===== src/rtl/window_median_3x3_top_defines.svh =====
// Assertion macros used by the median filter top module.
`ifndef WINDOW_MEDIAN_3X3_TOP_DEFINES_SVH
`define WINDOW_MEDIAN_3X3_TOP_DEFINES_SVH

// Consequent must hold in the same cycle as the antecedent.
`define WM3_ASSERT_SAME(lbl, clk, rst_n, ante, cons, msg) \
  lbl: assert property (@(posedge clk) disable iff (!rst_n) (ante) |-> (cons)) \
    else $error(msg);

// Consequent must hold in the cycle after the antecedent sequence ends.
`define WM3_ASSERT_NEXT(lbl, clk, rst_n, ante, cons, msg) \
  lbl: assert property (@(posedge clk) disable iff (!rst_n) (ante) |=> (cons)) \
    else $error(msg);

`endif


===== src/rtl/wm3_pkg.sv =====
package wm3_pkg;

  localparam int unsigned ChanW     = 8;
  localparam int unsigned NumChans  = 3;
  localparam int unsigned NumTaps   = 9;
  localparam int unsigned NumRows   = 3;
  localparam int unsigned PixW      = ChanW * NumChans;
  localparam int unsigned NumStages = 3;

  typedef logic [ChanW-1:0] chan_t;

  typedef struct packed {
    chan_t lo;
    chan_t mid;
    chan_t hi;
  } sort3_t;

  typedef struct packed {
    logic s1_en;
    logic s2_en;
    logic s3_en;
    logic full;
  } pipe_ctl_t;

  function automatic chan_t min2(chan_t a, chan_t b);
    return (a < b) ? a : b;
  endfunction

  function automatic chan_t max2(chan_t a, chan_t b);
    return (a < b) ? b : a;
  endfunction

  function automatic chan_t min3(chan_t a, chan_t b, chan_t c);
    return min2(min2(a, b), c);
  endfunction

  function automatic chan_t max3(chan_t a, chan_t b, chan_t c);
    return max2(max2(a, b), c);
  endfunction

  function automatic chan_t med3(chan_t a, chan_t b, chan_t c);
    return max2(min2(a, b), min2(max2(a, b), c));
  endfunction

  function automatic sort3_t sort3(chan_t a, chan_t b, chan_t c);
    sort3_t s;
    s.lo  = min3(a, b, c);
    s.mid = med3(a, b, c);
    s.hi  = max3(a, b, c);
    return s;
  endfunction

endpackage


===== src/rtl/wm3_ctrl.sv =====
module wm3_ctrl
  import wm3_pkg::*;
(
  input  logic      clk_i,
  input  logic      rst_ni,
  input  logic      in_valid_i,
  output logic      in_ready_o,
  output logic      out_valid_o,
  input  logic      out_ready_i,
  output pipe_ctl_t ctl_o
);

  logic [NumStages-1:0] valid_q, valid_d;
  logic [NumStages-1:0] adv;

  always_comb begin
    adv[2] = !valid_q[2] || out_ready_i;
    adv[1] = !valid_q[1] || adv[2];
    adv[0] = !valid_q[0] || adv[1];
  end

  always_comb begin
    valid_d[0] = adv[0] ? in_valid_i : valid_q[0];
    valid_d[1] = adv[1] ? valid_q[0] : valid_q[1];
    valid_d[2] = adv[2] ? valid_q[1] : valid_q[2];
  end

  always_ff @(posedge clk_i or negedge rst_ni) begin
    if (!rst_ni) begin
      valid_q <= '0;
    end else begin
      valid_q <= valid_d;
    end
  end

  assign in_ready_o  = adv[0];
  assign out_valid_o = valid_q[2];

  assign ctl_o.s1_en = adv[0];
  assign ctl_o.s2_en = adv[1];
  assign ctl_o.s3_en = adv[2];
  assign ctl_o.full  = &valid_q;

endmodule


===== src/rtl/wm3_chan.sv =====
module wm3_chan
  import wm3_pkg::*;
(
  input  logic                      clk_i,
  input  pipe_ctl_t                 ctl_i,
  input  logic [NumTaps-1:0][ChanW-1:0] win_i,
  output chan_t                     med_o
);

  sort3_t row_q [NumRows];
  chan_t  max_lo_q, med_mid_q, min_hi_q;
  chan_t  med_q;

  always_ff @(posedge clk_i) begin
    if (ctl_i.s1_en) begin
      row_q[0] <= sort3(win_i[0], win_i[1], win_i[2]);
      row_q[1] <= sort3(win_i[3], win_i[4], win_i[5]);
      row_q[2] <= sort3(win_i[6], win_i[7], win_i[8]);
    end
  end

  // The median of nine is the median of the largest low, the middle
  // middle and the smallest high of the three sorted rows.
  always_ff @(posedge clk_i) begin
    if (ctl_i.s2_en) begin
      max_lo_q  <= max3(row_q[0].lo, row_q[1].lo, row_q[2].lo);
      med_mid_q <= med3(row_q[0].mid, row_q[1].mid, row_q[2].mid);
      min_hi_q  <= min3(row_q[0].hi, row_q[1].hi, row_q[2].hi);
    end
  end

  always_ff @(posedge clk_i) begin
    if (ctl_i.s3_en) begin
      med_q <= med3(max_lo_q, med_mid_q, min_hi_q);
    end
  end

  assign med_o = med_q;

endmodule


===== src/rtl/window_median_3x3_top.sv =====
// Channel   Signals                               Word
// in        in_valid_i / in_ready_o               nine 24-bit window pixels
// out       out_valid_o / out_ready_i             one 24-bit median pixel
// cfg       cfg_we_i / cfg_data_i                 color_mode bit, written at once
//
// One window is taken every clock while in_ready_o is high; its median leaves after
// passing the three register stages: row sort, row merge, final median.
// in_ready_o follows out_ready_i through the three stage valid bits, so a stall
// fills empty stages first and no word is lost or repeated.
// Reset clears the stage valid bits and sets color_mode to gray.
`include "window_median_3x3_top_defines.svh"

module window_median_3x3_top
  import wm3_pkg::*;
(
  input  logic            clk_i,
  input  logic            rst_ni,
  input  logic            cfg_we_i,
  input  logic            cfg_data_i,
  input  logic            in_valid_i,
  output logic            in_ready_o,
  input  logic [PixW-1:0] top_left_i,
  input  logic [PixW-1:0] top_mid_i,
  input  logic [PixW-1:0] top_right_i,
  input  logic [PixW-1:0] mid_left_i,
  input  logic [PixW-1:0] center_i,
  input  logic [PixW-1:0] mid_right_i,
  input  logic [PixW-1:0] bot_left_i,
  input  logic [PixW-1:0] bot_mid_i,
  input  logic [PixW-1:0] bot_right_i,
  output logic            out_valid_o,
  input  logic            out_ready_i,
  output logic [PixW-1:0] median_pixel_o
);

  logic      color_mode_q;
  pipe_ctl_t ctl;

  logic [NumTaps-1:0][PixW-1:0] pix;
  chan_t                        med [NumChans];

  always_ff @(posedge clk_i or negedge rst_ni) begin
    if (!rst_ni) begin
      color_mode_q <= 1'b0;
    end else if (cfg_we_i) begin
      color_mode_q <= cfg_data_i;
    end
  end

  assign pix[0] = top_left_i;
  assign pix[1] = top_mid_i;
  assign pix[2] = top_right_i;
  assign pix[3] = mid_left_i;
  assign pix[4] = center_i;
  assign pix[5] = mid_right_i;
  assign pix[6] = bot_left_i;
  assign pix[7] = bot_mid_i;
  assign pix[8] = bot_right_i;

  wm3_ctrl u_ctrl (
    .clk_i       (clk_i),
    .rst_ni      (rst_ni),
    .in_valid_i  (in_valid_i),
    .in_ready_o  (in_ready_o),
    .out_valid_o (out_valid_o),
    .out_ready_i (out_ready_i),
    .ctl_o       (ctl)
  );

  for (genvar c = 0; c < NumChans; c++) begin : g_chan
    logic [NumTaps-1:0][ChanW-1:0] win;
    logic                          keep;

    // In gray mode the upper channels are forced to zero, so their median is zero.
    assign keep = (c == 0) || color_mode_q;

    for (genvar t = 0; t < NumTaps; t++) begin : g_tap
      assign win[t] = pix[t][c*ChanW +: ChanW] & {ChanW{keep}};
    end

    wm3_chan u_chan (
      .clk_i (clk_i),
      .ctl_i (ctl),
      .win_i (win),
      .med_o (med[c])
    );

    assign median_pixel_o[c*ChanW +: ChanW] = med[c];
  end

  `WM3_ASSERT_SAME(a_full_stall, clk_i, rst_ni,
                   ctl.full && !out_ready_i, !in_ready_o,
                   "pipeline full and stalled but input still ready")
  `WM3_ASSERT_NEXT(a_latency, clk_i, rst_ni,
                   (in_valid_i && in_ready_o) ##1 out_ready_i ##1 out_ready_i,
                   out_valid_o,
                   "accepted word did not reach the output in three cycles")
  `WM3_ASSERT_SAME(a_no_drain_stall, clk_i, rst_ni,
                   !out_valid_o, in_ready_o,
                   "input stalled while the output stage is empty")

endmodule

===== config.mk =====
export PLATFORM = sky130hd
export DESIGN_NAME = window_median_3x3_top
export DESIGN_NICKNAME = d
export VERILOG_FILES = /design/src/rtl/wm3_pkg.sv /design/src/rtl/wm3_ctrl.sv /design/src/rtl/wm3_chan.sv /design/src/rtl/window_median_3x3_top.sv
export VERILOG_INCLUDE_DIRS = /design/src /design/src/rtl
export SDC_FILE = /design/constraint.sdc
export NUM_CORES = 1
export LEC_CHECK = 0
export BUFFER_PORTS_ARGS = -buffer_cell sky130_fd_sc_hd__buf_2
export CAP_MARGIN = 25
export CORE_MARGIN = 3
export CORE_UTILIZATION = 40
export CTS_CLUSTER_SIZE = 10
export DETAILED_ROUTE_END_ITERATION = 6
export PLACE_DENSITY_LB_ADDON = 0.25
export SETUP_SLACK_MARGIN = 0.4
export SLEW_MARGIN = 20
export SYNTH_ARGS = -nofsm -noshare
export SYNTH_HDL_FRONTEND = slang
export SYNTH_SLANG_ARGS = --single-unit

===== constraint.sdc =====
create_clock -name clk_i -period 12.8 [get_ports clk_i]
set_clock_uncertainty 0.2 [all_clocks]
set_input_delay 2.56 -clock clk_i [delete_from_list [all_inputs] [get_ports clk_i]]
set_output_delay 2.56 -clock clk_i [all_outputs]
set_load 0.01 [all_outputs]

Word-level counts from Yosys, hierarchy flattened
Memories as Yosys holds them, arrays and structs flattened. Cells that the tools add are included.

Input port bits: 222. RAM bits: 216. Memories: 3. Logic and storage cells: 201. Bits in registers: 100.

Memories: g_chan[0].u_chan.row_q (words 3, bits a word 24, read ports 3, clocked after Yosys merged registers in 0, write ports 3, RTL line wm3_chan.sv:10) `sort3_t row_q [NumRows];`; g_chan[1].u_chan.row_q (words 3, bits a word 24, read ports 3, clocked after Yosys merged registers in 0, write ports 3, RTL line wm3_chan.sv:10); g_chan[2].u_chan.row_q (words 3, bits a word 24, read ports 3, clocked after Yosys merged registers in 0, write ports 3, RTL line wm3_chan.sv:10).

Bitwise gates (word level): 18. Mux-type cells: 92. Reduce and logical (&&, ||, !) cells: 6. Order comparisons: 66.

Operators by type and width (number): $mux W8 (90); $lt A8 B8 Y1 (66); $and A8 B8 Y8 (18); $logic_not A1 Y1 (3); $logic_or A1 B1 Y1 (3); $mux W1 (2).

Longest topological paths before layout
Depth in word-level cells: 7. Depth in mapped cells: 33.

Modules after synthesis
From an unflattened synthesis, not the netlist that was laid out.

Cells, all modules: 3369. Area, all modules: 32259.7 sq um.

By module, submodules not included: wm3_chan (g_chan[2].u_chan) (instances 1, area each 10938.0 sq um, seq. area each 3123.0 sq um, cells an instance 1159); wm3_chan (g_chan[0].u_chan) (instances 1, area each 10228.6 sq um, seq. area each 3123.0 sq um, cells an instance 1047); wm3_chan (g_chan[1].u_chan) (instances 1, area each 9795.6 sq um, seq. area each 3123.0 sq um, cells an instance 990); window_median_3x3_top (instances 1, area each 1167.4 sq um, seq. area each 25.0 sq um, cells an instance 162); wm3_ctrl (instances 1, area each 130.1 sq um, seq. area each 75.1 sq um, cells an instance 11).

Worst setup path before layout
Ideal clock, no wire load.

Path type: input-to-reg. Start: in out_ready_i. End: mem g_chan[0].u_chan.row_q[0][0] (netlist bit) (enable). Stages: 1. Buffers on the path: 0. Path slack: 1273 ps. Arrival time: 8602 ps. Required time: 9875 ps. Cells stage by stage: nand4b_1.

RTL lines: from (decl) (RTL line window_median_3x3_top.sv:32) `input logic out_ready_i,`; to (decl) (RTL line wm3_chan.sv:10).

==> summary.md <==
| Metric | Value |
|---|---|
| CTS tree | yes |
| Initial DRT Pass Iterations | 7 |
| Routed Antenna Nets | 0 |
| Row cnt | slightly below 100 |
| Most used DFF post-synth | edfxtp_1 |
| Post_cts resized | 0 |
| Dpl hpwl | about 65000 um |
| Relative slew slack | between 30% and 40% |
| Seq cells post-synth | around 320 |
| Final instance area | roughly 34000 um2 |
| Peak VDD IR | between 0.2 and 0.25 mV |
| Vias in the first global route | roughly 23000 |
| Unrepaired setup endpoints after global routing | false |
| Ports | around 250 |
| Width of the die | around 280 um |
| Distinct cells, synth | 72 |
| PwrDens | between 300 and 400 nW/um2 |
| Skew-Pair Late Insertion Delay | ~0.56 ns |
| Synth-to-layout area growth | 12.1% |
| CTS Buf Count | 42 |
| Via density | 5.38 |
| Fraction of final layout cells sized beyond drive strength 1 | between 10% and 20% |
| Full die area | between 70000 and 80000 um2 |
| Sequential cell area fraction in the yosys report | 31.7% |
| Die Y | about 280 um |
| Crit path capture type | flip-flop |
| 1st-iter DRT viols | 1524 |
| Htree depth | 2 |
| Synth Cell Area | between 20000 and 30000 um2 |
| Worst Setup Start Kind | primary input |
| Status | complete, no violations |
| Clk sinks | roughly 320 |
| CTS Buffer Depth | 3 |
| YS warnings | 0 |
| Total number of vias | between 20000 and 25000 |
| Post-cts hold buffer count | 0 |
| Post-synth EDFFs | approximately 310 |
| Worst Setup Path Type | primary input to flip-flop |
| IO buf count | about 250 |
| Setup TNS | 0 ns |
| Endpoints failing setup | 0 |
| Worst EP required | about 13 ns |
| Post-route minimum period | around 8.4 ns |
| # nets final | roughly 4200 |
| FFs w/ async S/R, synth | between 1 and 1.5% |
| Placement Setup Slack | roughly 3.7 ns |
| Placed cell areas | ~32000 um2 |
| Core Area | approximately 73000 um2 |
| Initial antenna violation count | 14 |
| Fmax | ~120 MHz |
| LEAKAGE | between 15 and 20 nW |
| WL final | ~80000 um |
| Avg WL per Cell | 17.8 um |
| Final Hold Fails | 0 |
| Slew Viols, Final | 0 |
| Slew @ Worst Pin | around 1 ns |
| Max Cap Viol | 0 |
| Worst Path Max Fanout | 26 |
| First-pass GRT wire length | approximately 120000 um |
| GRT Util Overall | between 10% and 20% |
| Avg Inst Size Synth | 9.10 um2 |
| CTS root buffer | clkbuf_16 |
| DRC viols | 0 |
| CTS clk-pin slew, worst paths | approximately 0.060 ns |
| Gr ovfl total | 0 |
| Min-Delay Path Class | flip-flop to flip-flop |
| Post-Synthesis Cells | about 3300 |
| Post-CTS Setup Inserts | 0 |
| Crit path DAT | 8.46 ns |
| Syn_nets | 3970 |
| Initial Utilization | between 40% and 50% |
| GP Congestion | roughly 0.91 |
| Largest net degree at the start of global routing | 197 |
| Final period utilization | between 60% and 70% |
| Setup WS post-layout | approximately 4.4 ns |
[layout by cell type, fill, tap and decap left out, types with 9 or more instances in the layout]
cell	instances
buf_2	248
nor3_1	28
mux2i_1	212
inv_1	387
buf_4	15
nor4bb_1	9
diode_2	9
edfxtp_1	312
clkbuf_16	43
nand2_1	352
o31ai_1	11
clkbuf_1	10
ha_1	462
a21oi_2	12
nand4_1	37
nand3_1	67
o21ai_0	274
a21o_1	87
a21oi_1	242
o211ai_1	14
o21ai_1	16
nor2b_1	23
nand2b_1	44
nor2_1	196
mux2_2	156
a211oi_1	23
o21a_1	31
a211o_1	14
a31oi_1	24
[synthesized netlist by cell type (all sizes together) (5+ instances only)]
cell       n  area share [%]
mux2i    212             7.1
nand2b    45            0.94
o211ai    14            0.35
o22ai      5            0.10
a31oi     36             1.2
o31ai     11            0.28
o21a      31            0.78
o31a       8            0.23
and3       7            0.15
a21oi    257             4.3
nor2b     23            0.48
nor4       5            0.10
a211oi    24            0.62
a31o       8            0.23
nand3b     5            0.13
and2       5            0.10
o21ai    291             4.9
edfxtp   312              31
nand3     67             1.1
ha       462              19
nand2    352             4.4
buf       32            0.47
o311ai     5            0.15
a21o      87             2.2
and4       5            0.15
clkbuf    72            0.90
nor2     196             2.5
o2111ai    8            0.23
nor3      29            0.52
mux2     156             5.9
a211o     14            0.41
a221oi     6            0.18
nor4b      5            0.15
nor4bb     9            0.30
nand4     37            0.77
inv      387             4.9
[power by group]
group | switching (mW) | internal (mW)
sequential | 0.319 | 1.96
combinational | 4.11 | 3.01
clock | 0.434 | 0.682
[worst max-delay path, cell delays in order]
cell      delay, ns
buf_2          0.13
nand2_1        0.08
inv_1          0.07
ha_1           0.21
nor4bb_1       0.26
o21ai_1        0.13
a21oi_2        0.52
buf_4          0.31
nand3_1        0.09
o21ai_0        0.21
ha_1           0.32
a211oi_1       0.33
nand3_1        0.11
a211oi_1       0.33
a21oi_2        0.17
buf_4          0.24
o21ai_0        0.32
ha_1           0.32
a21o_1         0.16
a21o_1         0.17
a21oi_1        0.14
o21ai_0        0.15
or4b_1         0.59
a31oi_4        0.40
mux2i_1        0.14
[metal layers]
metal | wire [um] | GRT usage, %
met1 | 36500 | 26.4
met2 | 36900 | 33.5
met3 | 4510 | 3.63
met5 | 65 | 0
met4 | 2070 | 5.76
[through the flow]
step	power [mW]	std cells	hold WS, ns	util [%]
3_5_place_dp	9.37	4405	0.252	43.7
4_1_cts	10.6	4475	0.274	45.5
6_report	10.5	4489	0.274	45.6
5_1_grt	11.6	4482	0.296	45.6
3_3_place_gp	9.27	4403	0.257	43.7
2_1_floorplan	7.68	3286	0.235	-
[path summary, 6_finish.rpt]
check                                                    endpoint  cells after the start                     startpoint  slack, ns
hold reg to reg                     u_ctrl.valid_q[1]$_DFFE_PN0P_                      1  u_ctrl.valid_q[0]$_DFFE_PN0P_       0.27
setup / recovery           g_chan[2].u_chan.row_q[0][9]$_DFFE_PP_                     25                 top_left_i[17]       4.41
max in group asynchronous                color_mode_q$_DFFE_PN0P_                      1                         rst_ni      10.68
setup reg to reg           g_chan[2].u_chan.row_q[0][9]$_DFFE_PP_                     25       color_mode_q$_DFFE_PN0P_       5.11
min in group asynchronous                color_mode_q$_DFFE_PN0P_                      1                         rst_ni       1.59
hold / removal                      u_ctrl.valid_q[1]$_DFFE_PN0P_                      1  u_ctrl.valid_q[0]$_DFFE_PN0P_       0.27
[logic make-up (layout without fill, tap and decap cells)]
kind of cell               count (synthesis)  in the layout  synth area share (%)
AOI/OAI and AO/OA                        843            843                  17.5
adders and majority gates                462            462                  19.3
buffers and inverters                    491            726                  6.24
DFF                                      316            316                  31.7
muxes                                    368            368                  13.0
other                                      0              9                     0
and+or+nand+nor                          806            806                  12.2
[layout make-up]
| type | count | area (um2) |
|---|---|---|
| well taps | 959 | 1200 |
| clock inverters | 15 | 151 |
| multi-input cells | 2479 | 18600 |
| flip-flops and latches | 316 | 9470 |
| repair buffers | 269 | 1440 |
| fillers | 7082 | 39900 |
| clock buffers | 55 | 1140 |
| inverters | 387 | 1450 |
| diodes | 9 | 22.5 |
[sequential cells by signal (all words and copies together), names as in the netlist]
name and count:
u_ctrl.valid_q 3, g_chan.u_chan.max_lo_q 24, g_chan.u_chan.med_o 24, color_mode_q 1, g_chan.u_chan.med_mid_q 24, g_chan.u_chan.min_hi_q 24, g_chan.u_chan.row_q 216
Note: power is estimated with default switching activity, not from simulation.
